===== config.mk =====
export PLATFORM = sky130hd
export DESIGN_NAME = hms_countdown_alarm_ringer
export DESIGN_NICKNAME = d
export VERILOG_FILES = /design/src/rtl/hmsc_pkg.sv /design/src/rtl/hmsc_step.sv /design/src/rtl/hms_countdown_alarm_ringer.sv
export SDC_FILE = /design/constraint.sdc
export NUM_CORES = 1
export LEC_CHECK = 0
export ABC_AREA = 1
export BUFFER_PORTS_ARGS = -buffer_cell sky130_fd_sc_hd__buf_2
export CORE_MARGIN = 2
export CORE_UTILIZATION = 39
export DETAILED_ROUTE_END_ITERATION = 10
export GPL_TIMING_DRIVEN = 0
export PLACE_DENSITY = 0.61
export SLEW_MARGIN = 20
export SYNTH_ARGS = -nofsm -noshare
export SYNTH_HDL_FRONTEND = slang
export SYNTH_SLANG_ARGS = --single-unit
export TNS_END_PERCENT = 50

===== constraint.sdc =====
create_clock -name clock -period 2.51 [get_ports clock]
set_input_delay 0.502 -clock clock [delete_from_list [all_inputs] [get_ports clock]]
set_output_delay 0.502 -clock clock [all_outputs]
set_load 0.02 [all_outputs]

===== src/rtl/hmsc_pkg.sv =====
// ----------------------------------------------------------------------------
// hmsc_pkg: shared types and constants for the countdown alarm ringer
// Holds the command codes, the saturation limit and the state/result records.
// ----------------------------------------------------------------------------
package hmsc_pkg;

   // Command codes carried in the kind field of an input item.
   localparam logic [2:0] KIND_SEC_TICK  = 3'd0;
   localparam logic [2:0] KIND_POLL_TICK = 3'd1;
   localparam logic [2:0] KIND_LOAD      = 3'd2;
   localparam logic [2:0] KIND_START     = 3'd3;
   localparam logic [2:0] KIND_PAUSE     = 3'd4;
   localparam logic [2:0] KIND_RESET     = 3'd5;

   // Configuration register indexes.
   localparam logic [1:0] CSR_RING_COUNT    = 2'd0;
   localparam logic [1:0] CSR_RING_INTERVAL = 2'd1;

   // Largest legal minute or second value.
   localparam logic [5:0] MAX_MS = 6'd59;

   // Configuration reset values.
   localparam logic [3:0] RING_COUNT_RESET    = 4'd3;
   localparam logic [3:0] RING_INTERVAL_RESET = 4'd2;

   typedef struct packed {
      logic [7:0] hours;
      logic [5:0] minutes;
      logic [5:0] seconds;
      logic       enabled;
      logic       ring_pending;
      logic [3:0] rings_sent;
      logic [3:0] ring_wait;
   } timer_state_type;

   typedef struct packed {
      logic [7:0] left_hour;
      logic [5:0] left_minute;
      logic [5:0] left_second;
      logic       counting;
      logic       timed_out;
      logic       ring_now;
      logic       ringing;
   } result_type;

endpackage


===== src/rtl/hmsc_step.sv =====
// ----------------------------------------------------------------------------
// hmsc_step: next-state logic of the countdown alarm
// Applies one command to the timer and ring state and forms the result item.
// ----------------------------------------------------------------------------
module hmsc_step (
   input  hmsc_pkg::timer_state_type state,
   input  logic [2:0]                kind,
   input  logic [7:0]                load_hour,
   input  logic [5:0]                load_minute,
   input  logic [5:0]                load_second,
   input  logic [3:0]                ring_count,
   input  logic [3:0]                ring_interval,
   output hmsc_pkg::timer_state_type next_state,
   output hmsc_pkg::result_type      result
);
   import hmsc_pkg::*;

   function automatic logic [5:0] sat59(input logic [5:0] v);
      return (v > MAX_MS) ? MAX_MS : v;
   endfunction

   always_comb begin
      timer_state_type nxt;
      logic            time_zero;
      logic            timed_out;
      logic            ring_now;
      logic [3:0]      sent_inc;

      nxt       = state;
      timed_out = 1'b0;
      ring_now  = 1'b0;
      time_zero = (state.hours == 8'd0) && (state.minutes == 6'd0) &&
                  (state.seconds == 6'd0);
      sent_inc  = state.rings_sent + 4'd1;

      case (kind)
         KIND_SEC_TICK: begin
            if (state.enabled) begin
               if (time_zero) begin
                  nxt.enabled      = 1'b0;
                  nxt.ring_pending = 1'b1;
                  nxt.rings_sent   = 4'd0;
                  nxt.ring_wait    = 4'd0;
                  timed_out        = 1'b1;
               end else if (state.seconds != 6'd0) begin
                  nxt.seconds = state.seconds - 6'd1;
               end else begin
                  // Borrow from minutes, then from hours.
                  nxt.seconds = MAX_MS;
                  if (state.minutes != 6'd0) begin
                     nxt.minutes = state.minutes - 6'd1;
                  end else if (state.hours != 8'd0) begin
                     nxt.minutes = MAX_MS;
                     nxt.hours   = state.hours - 8'd1;
                  end
               end
            end
         end
         KIND_POLL_TICK: begin
            if (state.ring_pending) begin
               if (state.ring_wait != 4'd0) begin
                  nxt.ring_wait = state.ring_wait - 4'd1;
               end else begin
                  ring_now       = 1'b1;
                  nxt.rings_sent = sent_inc;
                  if (sent_inc >= ring_count) begin
                     nxt.ring_pending = 1'b0;
                  end else begin
                     nxt.ring_wait = ring_interval;
                  end
               end
            end
         end
         KIND_LOAD: begin
            nxt.hours   = load_hour;
            nxt.minutes = sat59(load_minute);
            nxt.seconds = sat59(load_second);
            nxt.enabled = 1'b1;
         end
         KIND_START: begin
            nxt.enabled = 1'b1;
         end
         KIND_PAUSE: begin
            nxt.enabled = 1'b0;
         end
         KIND_RESET: begin
            nxt.hours   = 8'd0;
            nxt.minutes = 6'd0;
            nxt.seconds = 6'd0;
            nxt.enabled = 1'b0;
         end
         default: begin
         end
      endcase

      next_state         = nxt;
      result.left_hour   = nxt.hours;
      result.left_minute = nxt.minutes;
      result.left_second = nxt.seconds;
      result.counting    = nxt.enabled;
      result.timed_out   = timed_out;
      result.ring_now    = ring_now;
      result.ringing     = nxt.ring_pending;
   end

endmodule


===== src/rtl/hms_countdown_alarm_ringer.sv =====
// ----------------------------------------------------------------------------
// hms_countdown_alarm_ringer: hours:minutes:seconds countdown with alarm ring
// Top level with the command stream, the result stream and the register port.
// ----------------------------------------------------------------------------
// The block takes one command item per clock while ready and returns exactly
// one result item for each, in the cycle after acceptance. Throughput is one
// item per cycle, set by the single result register: req_tready is high
// whenever that register is empty or its item is being taken in the same
// cycle, so a new command enters while the previous result is handed over.
// The timer and ring state are updated at the edge that accepts a command, and
// the result reports the state after that command. The ring registers may be
// written at any edge through csr_we; writes to indexes above one are dropped.
module hms_countdown_alarm_ringer (
   input  logic        clock,
   input  logic        reset,
   // Command stream.
   input  logic        req_tvalid,
   output logic        req_tready,
   input  logic [23:0] req_tdata,  // load_hour[7:0], load_minute[13:8],
                                   // load_second[19:14], zero fill[23:20]
   input  logic [2:0]  req_tuser,  // kind[2:0]
   // Result stream.
   output logic        rsp_tvalid,
   input  logic        rsp_tready,
   output logic [23:0] rsp_tdata,  // left_hour[7:0], left_minute[13:8],
                                   // left_second[19:14], counting[20],
                                   // timed_out[21], ring_now[22], ringing[23]
   // Register write port.
   input  logic        csr_we,
   input  logic [1:0]  csr_index,
   input  logic [3:0]  csr_wdata
);
   import hmsc_pkg::*;

   timer_state_type state_ff;
   timer_state_type state_in;
   result_type      result_in;
   result_type      result_ff;
   logic            rsp_valid_ff;
   logic [3:0]      ring_count_ff;
   logic [3:0]      ring_interval_ff;
   logic            req_accept;

   // The result register frees up in the same cycle that its item is taken.
   assign req_tready = !rsp_valid_ff || rsp_tready;
   assign req_accept = req_tvalid && req_tready;

   hmsc_step u_step (
      .state         (state_ff),
      .kind          (req_tuser),
      .load_hour     (req_tdata[7:0]),
      .load_minute   (req_tdata[13:8]),
      .load_second   (req_tdata[19:14]),
      .ring_count    (ring_count_ff),
      .ring_interval (ring_interval_ff),
      .next_state    (state_in),
      .result        (result_in)
   );

   // Configuration registers.
   always_ff @(posedge clock) begin
      if (reset) begin
         ring_count_ff    <= RING_COUNT_RESET;
         ring_interval_ff <= RING_INTERVAL_RESET;
      end else if (csr_we) begin
         case (csr_index)
            CSR_RING_COUNT:    ring_count_ff    <= csr_wdata;
            CSR_RING_INTERVAL: ring_interval_ff <= csr_wdata;
            default: begin
            end
         endcase
      end
   end

   // Timer and ring state advance once per accepted command.
   always_ff @(posedge clock) begin
      if (reset) begin
         state_ff <= '0;
      end else if (req_accept) begin
         state_ff <= state_in;
      end
   end

   // Result register: the valid flag is control, the payload is not reset.
   always_ff @(posedge clock) begin
      if (reset) begin
         rsp_valid_ff <= 1'b0;
      end else if (req_accept) begin
         rsp_valid_ff <= 1'b1;
      end else if (rsp_tready) begin
         rsp_valid_ff <= 1'b0;
      end
   end

   always_ff @(posedge clock) begin
      if (req_accept) begin
         result_ff <= result_in;
      end
   end

   assign rsp_tvalid = rsp_valid_ff;
   assign rsp_tdata  = {result_ff.ringing, result_ff.ring_now, result_ff.timed_out,
                        result_ff.counting, result_ff.left_second,
                        result_ff.left_minute, result_ff.left_hour};

endmodule


Yosys cells after proc, flatten, opt, wreduce, memory -nomap -nowiden --
Cells that the tools add are included.
Storage, ports and cells: input port bits 38, register bits after elaboration 63
Operators by class: mux-type cells 22, order comparisons 3, equal/unequal tests 11, add/subtract/negate cells 5, reductions and logical operators 24
Operator list (number):
- $pmux 20 s3 | 1
- $mux 30 | 1
- $mux 14 | 2
- $mux 6 | 4
- $mux 20 | 1
- $pmux 9 s2 | 1
- $gt 6x6->1 const B | 2
- $logic_not 6->1 | 2
- $reduce_and 6->1 | 2
- $reduce_bool 6->1 | 2
- $sub 6x1->6 const B | 2
- $mux 10 | 1
- $mux 9 | 1
- $logic_not 8->1 | 1
- $mux 4 | 2
- $mux 8 | 1
- $reduce_and 2->1 | 4
- $reduce_bool 8->1 | 1
- $sub 8x1->8 const B | 1
- $eq 3x2->1 const B | 2
- $eq 3x3->1 const B | 2
- $ne 2x2->1 const B | 3
- $mux 1 | 5
- $mux 5 | 1
- 16 further kinds | 20

Depth between registers and ports, before layout --
Gate-level depths: netlist (run 1).
word-level depth 7, depth in mapped cells 14

Modules after synthesis --
From an unflattened synthesis (run 1), not the netlist that was laid out.
Second synthesis, totals: cells, all modules 626, area, all modules 4369.2 µm²
Modules (own cells, without submodules):
- hms_countdown_alarm_ringer | area an instance 2518.7 µm², seq. area each 1501.4 µm², times used 1, cells each 275
- hmsc_step | area an instance 1850.5 µm², seq. area each 0.0 µm², times used 1, cells each 351

Worst setup path before layout (run 1) --
No wires, ideal clock.
path type input-to-reg, start point in rsp_tready, end point reg state_ff[4] (netlist bit), stages 11, arrival 2.181 ns, data required time 2.439 ns, slack 0.258 ns, path buffers 0, path through inv_1 > nand2_1 > nand2_1 > clkinv_1 > o21ai_1 > nor2_2 > nand2_2 > a21oi_2 > inv_2 > nand2_1 > a21oi_1
Between the ends: cells in the longest elaborated chain, start to end 3
RTL lines:
- start, declared | RTL line hms_countdown_alarm_ringer.sv:24 | input logic rsp_tready,
- $logic_or 1x1->1 | RTL line hms_countdown_alarm_ringer.sv:45 | assign req_tready = !rsp_valid_ff || rsp_tready;
- via req_tready | RTL line hms_countdown_alarm_ringer.sv:18 | output logic req_tready,
- $logic_and 1x1->1 | RTL line hms_countdown_alarm_ringer.sv:46 | assign req_accept = req_tvalid && req_tready;
- via req_accept | RTL line hms_countdown_alarm_ringer.sv:42 | logic req_accept;
- $reduce_and 6->1 (no source line)
- end signal, assigned | RTL line hms_countdown_alarm_ringer.sv:80 | state_ff <= state_in;
- end, declared | RTL line hms_countdown_alarm_ringer.sv:35 | timer_state_type state_ff;
The timed path passes the listed nets, and every way through them passes these cells. A chain may end at the register's enable or synchronous reset.

==> results of run 1 <==
==> power by group <==
| part | total (mW) | switching (mW) | internal, mW |
|---|---|---|---|
| sequential | 1.18 | 0.0440 | 1.14 |
| combinational | 0.553 | 0.375 | 0.178 |
| clock | 0.932 | 0.450 | 0.482 |
==> worst max-delay path: stages (launching register included) <==
cell	delay (ps)
dfxtp_1	400
inv_1	80
ha_1	230
nand3_2	140
nor2_8	70
nand2_4	100
nor2_2	60
nor2_1	350
nand2_1	120
o211ai_2	90
nand3_1	90
==> cell usage after synthesis, types with 6 or more instances <==
cell type / count
nand2_1: 96
inv_1: 62
dfxtp_1: 39
a21oi_1: 37
nand3_1: 35
nor2_1: 34
o21ai_0: 31
edfxtp_1: 24
o21ai_1: 20
inv_2: 13
ha_1: 11
nand4_1: 11
nor2_2: 7
clkbuf_1: 6
==> registers in the layout, indices dropped and copies added, names as in the netlist <==
name and flops:
ring_count_ff 4, state_ff 30, ring_interval_ff 4, rsp_tvalid 1, rsp_tdata 24
==> routing by layer <==
layer | vias to the layer above | share of wire, % | GRT usage, %
met3 | 11 | 5.9 | 4.900
met5 | - | 0 | 0
met4 | 0 | 1.3 | 5.405
met2 | 82 | 48 | 32.20
li1 | 1746 | - | -
met1 | 1550 | 45 | 24.12
==> layout make-up <==
class                   count  area [um^2]
flip-flops and latches     63         1501
inverters                  78        299.0
clock inverters             5        32.53
fillers                   946         4866
clock buffers              11        173.9
well taps                 111        138.9
plain buffers              11        47.55
multi-input cells         330         1842
repair buffers             59        295.3
==> cells by family (layout without fill, tap and decap cells) <==
kind of cell / after synthesis / in the layout / synth area share [%]
xor gates and xnor gates: 4 / 4 / 0.9500
and+or+nand+nor: 209 / 209 / 28.87
buffers and inverters: 89 / 164 / 9.362
DFF: 63 / 63 / 40.71
AOI/OAI and AO/OA: 106 / 106 / 16.38
adders and majority gates: 11 / 11 / 3.731
==> worst max-delay path by stage <==
stage	to	slack (ps)	cells after the start
2_1_floorplan	state_ff[4]	260	11
3_3_place_gp	state_ff[4]	-260	12
3_5_place_dp	state_ff[4]	280	12
4_1_cts	state_ff[3]	510	11
5_1_grt	state_ff[3]	320	11
6_report	rsp_tdata[15]	520	10
==> through the flow <==
stage | std cells | area (um^2) | worst slack (ps) | total power, mW | hold WS, ps
5_1_grt | 668 | 4330 | 318.9 | 2.799 | 379.5
2_1_floorplan | 482 | 3689 | 258.3 | 1.597 | 423.6
4_1_cts | 668 | 4330 | 514.6 | 2.683 | 369.5
3_3_place_gp | 652 | 4123 | -264.5 | 1.749 | 458.5
6_report | 668 | 4330 | 522.3 | 2.668 | 371.9
3_5_place_dp | 652 | 4124 | 276.8 | 1.757 | 462.5
==> cells in the final DEF (no fill, tap or decap), drive strengths merged, types with 2 or more instances in the layout <==
| cell type | count |
|---|---|
| o211ai | 6 |
| edfxtp | 24 |
| o21ai | 51 |
| a21oi | 41 |
| nand3 | 41 |
| nand2 | 102 |
| xnor2 | 2 |
| inv | 81 |
| dfxtp | 39 |
| nor3 | 5 |
| clkbuf | 17 |
| xor2 | 2 |
| clkinv | 2 |
| ha | 11 |
| nor2 | 48 |
| buf | 64 |
| a22oi | 4 |
| nand4 | 11 |
==> results.tsv, run 1 <==
stage	metric	value	unit
cts	cts_buffer_depth	2	
yosys	synth_area	3689	um^2
floorplan	die-area	10250	um^2
floorplan	start_util	40.11	%
finish	fin_util	47.09	%
finish	drive_above_1_share	23.88	%
cts	path_clk_slew	80	ps
cts	post_cts_buffers	0	
critical_path	worst-setup-path-type	reg -> reg	
cts	cts_root_buf	clkbuf_8	
critical_path	reg2reg_slack	520	ps
worst_hold_path	worstHoldEndpoint	ring_count_ff[0]	
yosys	synth_fp_nets	531	
global_routing	grt_pass1_wl	15260	um
sta	hold_violations	0	
cts	cts_sinks	63	
flow_run	drv_cap	0	
cts	h-tree-depth	3	
sta	fin_setup_tns	0	ps
detailed_routing	via_per_inst	5.073	
cts	cts_made_buffers	9	
global_routing	antenna_found_initial	0	
sta	fin_crit_sh	79.19	%
power	p_leak	2.090	nW
sta	tightest_slew	595.8	ps
yosys	yosysUniqueCellTypes	39	
global_routing	grt_max_degree	34	
power	p_per_area	616.2	nW/um^2
detailed_routing	wl_per_cell	13.85	um
floorplan	core-area	9196	um^2
power	worst_ir_drop_vdd	0.2667	mV
yosys	syn_avg_cell_area	7.653	um^2
placed_design	hpwl	6752	um
yosys	yosysTopAreaCell	dfxtp_1	
detailed_routing	vias	3389	
cts	cts_resized	0	
sta	rsz0062_at_grt	false	
sta	fmax	0.5031	GHz
critical_path	cp.required	2610	ps
global_routing	track_usage	19.06	%
sta	skew	8.784	ps
global_routing	first_global_vias	3198	
placed_design	io_buffer_count	59	
cts	holdBufCountCts	0	
finish	final_nets	601	
yosys	synth_edf_count	24	
critical_path	rr_startpoint	state_ff[11]	
critical_path	startpoint	state_ff[11]	
run_status	status	finished clean	
yosys	synth_area_leaders	dfxtp_1 21%, edfxtp_1 20%, nand2_1 9.8%	
finish	synthToLayoutAreaGrowth	17.40	%
worst_hold_path	hp-start	csr_wdata[0]	
cts	cts_tree	yes	
yosys	ys_seq_area_share	40.71	%
global_routing	overflow	0	
critical_path	r2r-end	rsp_tdata[15]	
yosys	ys_ff_latch	63	
finish	antenna_cells	0	
yosys	synth_cells	482	
floorplan	io_pins	64	
sta	final_max_slew_viol_count	0	
cts	clock_latency	360	ps
critical_path	worst-endpoint-arrival	2090	ps
critical_path	rr_worst_depth	10	
detailed_routing	antenna_left	0	
critical_path	end_kind	register	
detailed_routing	drtIter0Drc	119	
floorplan	num_rows	35	
yosys	synthArstFlopShare	0	%
yosys	ys.flop_type	dfxtp_1	
critical_path	path_max_fanout	8	
floorplan	die_h	101.3	um
sta	setup_viol	0	
worst_hold_path	whs_path_depth	3	
sta	slew_headroom	60.28	%
floorplan	die-width	101.3	um
detailed_routing	first_pass_iters	5	
placed_design	gp_congestion	0.8839	
detailed_routing	drc_errors	0	
yosys	yosysTopAreaCellShare	21.17	%
worst_hold_path	hold_class	in -> reg	
yosys	yosys_warnings	0	
sta	finalCriticalPeriod	1988	ps
critical_path	worst_setup_path_start_kind	register	
detailed_routing	drt_wl_total	9252	um
(Power assumes the default switching activity.)
==> run 2: changes to the inputs <==
--- a/config.mk
+++ b/config.mk
@@ -5,7 +5,7 @@
 export SDC_FILE = /design/constraint.sdc
 export NUM_CORES = 1
 export LEC_CHECK = 0
-export ABC_AREA = 1
+export ABC_AREA = 0
 export BUFFER_PORTS_ARGS = -buffer_cell sky130_fd_sc_hd__buf_2
 export CORE_MARGIN = 2
 export CORE_UTILIZATION = 39
==> constraint.sdc (replaced) <==
create_clock -name clock -period 2 [get_ports clock]
set_input_delay 0.4 -clock clock [delete_from_list [all_inputs] [get_ports clock]]
set_output_delay 0.4 -clock clock [all_outputs]
set_load 0.02 [all_outputs]
==> results.tsv, run 2 <==
stage	metric	value	unit
yosys	syn_avg_cell_area	8.667	um^2
detailed_routing	drc_errors	0	
cts	cts_buffer_depth	2	
yosys	yosysUniqueCellTypes	76	
floorplan	die-width	102.4	um
worst_hold_path	whs_path_depth	3	
yosys	ys_seq_area_share	39.74	%
power	worst_ir_drop_vdd	0.3240	mV
power	p_leak	2.027	nW
yosys	yosys_warnings	0	
power	p_sw_share	33.33	%
yosys	synth_edf_count	24	
global_routing	first_global_vias	3678	
floorplan	start_util	40.51	%
yosys	synth_area_leaders	dfxtp_1 21%, edfxtp_1 19%, nand2_1 5.3%	
floorplan	core-area	9328	um^2
power	pwr-share-clk	32.4	%
yosys	synthArstFlopShare	0	%
yosys	yosysTopAreaCell	dfxtp_1	
power	p_int	2.287	mW
worst_hold_path	hp-start	csr_wdata[0]	
cts	path_clk_slew	80	ps
sta	fmax	0.4512	GHz
finish	largest_register_ff_count	30	
cts	h-tree-depth	3	
sta	hold_violations	0	
critical_path	worst_setup_path_start_kind	register	
critical_path	rr_worst_depth	7	
critical_path	rr_startpoint	state_ff[22]	
detailed_routing	wl_per_cell	17.94	um
placed_design	dpl_cell_area	4243	um^2
finish	final_nets	579	
sta	skew	10.06	ps
critical_path	worst-endpoint-arrival	2440	ps
worst_hold_path	hold_class	in -> reg	
cts	cts_made_buffers	9	
finish	synthToLayoutAreaGrowth	34.07	%
yosys	synth_cells	436	
detailed_routing	drtIter0Drc	240	
power	p_per_area	677.0	nW/um^2
cts	cts_sinks	63	
yosys	synth_fp_nets	485	
finish	fin_cells	664	
sta	finalWorstSetupSlack	-216.3	ps
finish	fin_area	5066	um^2
critical_path	cp.required	2220	ps
global_routing	track_usage	23.33	%
sta	slew_headroom	46.99	%
run_status	violations	negative setup slack	
detailed_routing	drt_wl_total	11910	um
finish	drive_above_1_share	37.38	%
floorplan	die_h	102.4	um
power	p_seq_share	42.6	%
yosys	synth_area	3779	um^2
placed_design	io_buffer_count	59	
yosys	ys_ff_latch	63	
placed_design	place_inst	624	
placed_design	gp_congestion	0.8924	
sta	rsz0062_at_grt	true	
worst_hold_path	worstHoldEndpoint	ring_count_ff[0]	
critical_path	path_max_fanout	4	
detailed_routing	via_per_inst	5.788	
sta	hold_slack	280.8	ps
sta	setup_viol	28	
placed_design	hpwl	8012	um
run_status	status	finished with violations	
finish	final_cell_mix	61 x buf_2, 49 x nand2_1, 36 x nor2_1	
critical_path	worst-setup-path-type	reg -> reg	
sta	finalCriticalPeriod	2216	ps
cts	cts_root_buf	clkbuf_8	
finish	antenna_cells	0	
global_routing	antenna_found_initial	0	
detailed_routing	vias	3843	
finish	layout_commonest_cell	buf_2	
floorplan	die-area	10490	um^2
yosys	yosysTopAreaCellShare	20.66	%
sta	fin_crit_sh	110.8	%
yosys	yosysMostFrequentCell	nand2_1	
cts	clock_latency	360	ps
critical_path	reg2reg_slack	-220	ps
floorplan	io_pins	64	
critical_path	end_kind	register	
sta	tightest_slew	793.5	ps
global_routing	grt_max_degree	34	
global_routing	overflow	0	
detailed_routing	antenna_left	0	
finish	top_register	state_ff	
power	p_switching	1.143	mW
cts	cts_tree	yes	
floorplan	num_rows	35	
global_routing	grt_pass1_wl	18640	um
critical_path	r2r-end	state_ff[0]	
yosys	synth_common_cells	53 x nand2_1, 43 x nor2_1, 39 x dfxtp_1, 24 x edfxtp_1, 20 x inv_1	
sta	final_max_slew_viol_count	0	
flow_run	drv_cap	0	
yosys	ys.flop_type	dfxtp_1	
power	power_frac_comb	25.0	%
detailed_routing	first_pass_iters	5	
-- run 2: changes by cell type in the layout (fill, tap and decap cells not counted), sizes merged, moves of 18 or more --
cell | previous run | this run
inv | 81 | 23
nand2 | 102 | 54
buf | 64 | 92
a21oi | 41 | 15
nand3 | 41 | 15
o21ai | 51 | 33
-- run 2: routing by layer --
layer | global-route usage [%] | wire length (um)
met1 | 30.07 | 5282
met2 | 37.51 | 5658
met3 | 4.172 | 692
met4 | 11.69 | 277
met5 | 0 | 0
-- run 2: repair_timing --
action,in CTS,in global routing
hold buffers,0,0
setup buffers,25,4
endpoints found under the setup margin,77,74
gates resized for setup,60,56
gates cloned,0,0
pin swaps,31,17
-- run 2: layout make-up --
| cell class | count | area [um^2] |
|---|---|---|
| fillers | 847 | 4262 |
| multi-input cells | 330 | 2477 |
| flip-flops and latches | 63 | 1526 |
| repair buffers | 88 | 524.3 |
| well taps | 129 | 161.4 |
| clock buffers | 10 | 148.9 |
| plain buffers | 17 | 95.09 |
| inverters | 21 | 81.33 |
| clock inverters | 6 | 51.30 |
-- run 2: cells by family after synthesis --
logic type | Yosys count | synth area share (%)
AO/OA/AOI/OAI | 118 | 21.95
XOR/XNOR | 5 | 1.159
adder cells (fa/ha/maj) | 11 | 3.642
buffers and inverters | 43 | 4.304
flip-flops | 63 | 39.74
multiplexers | 9 | 2.384
AND/OR/NAND/NOR | 187 | 26.82
-- run 2: worst max path at each step --
stage / slack, ps / to / cells after the start / start
after floorplan: -80 / state_ff[1] / 7 / state_ff[22]
after global placement: -870 / state_ff[17] / 9 / req_tuser[2]
after detailed placement: -880 / state_ff[17] / 9 / req_tuser[2]
after CTS: -160 / state_ff[0] / 7 / state_ff[22]
after global routing: -280 / state_ff[19] / 6 / state_ff[25]
final: -220 / state_ff[0] / 7 / state_ff[22]
-- run 2: power groups by stage --
stage	registers (mW)	logic (mW)	clock network [mW]
2_1_floorplan	1.51	0.392	0
3_3_place_gp	1.47	0.640	0
3_5_place_dp	1.47	0.642	0
4_1_cts	1.46	0.761	1.13
5_1_grt	1.47	0.922	1.19
6_report	1.46	0.858	1.11
-- run 2: stage by stage --
step | TNS (ps) | setup WS [ps] | total power, mW | util (%)
6_report | -2744 | -216.3 | 3.430 | 54.31
5_1_grt | -4843 | -279.4 | 3.577 | 54.31
4_1_cts | -2015 | -160.7 | 3.351 | 51.64
3_5_place_dp | -32960 | -880.3 | 2.110 | 45.49
3_3_place_gp | -31970 | -867.4 | 2.107 | 45.49
2_1_floorplan | -463.5 | -81.47 | 1.903 | -
-- run 2: critical path, cell delays in order, from the launching register on --
cell and delay (ps):
dfxtp_4 360, inv_4 60, ha_4 120, or3b_4 420, or4_4 580, nor4_4 290
o211a_1 190, o32ai_1 70
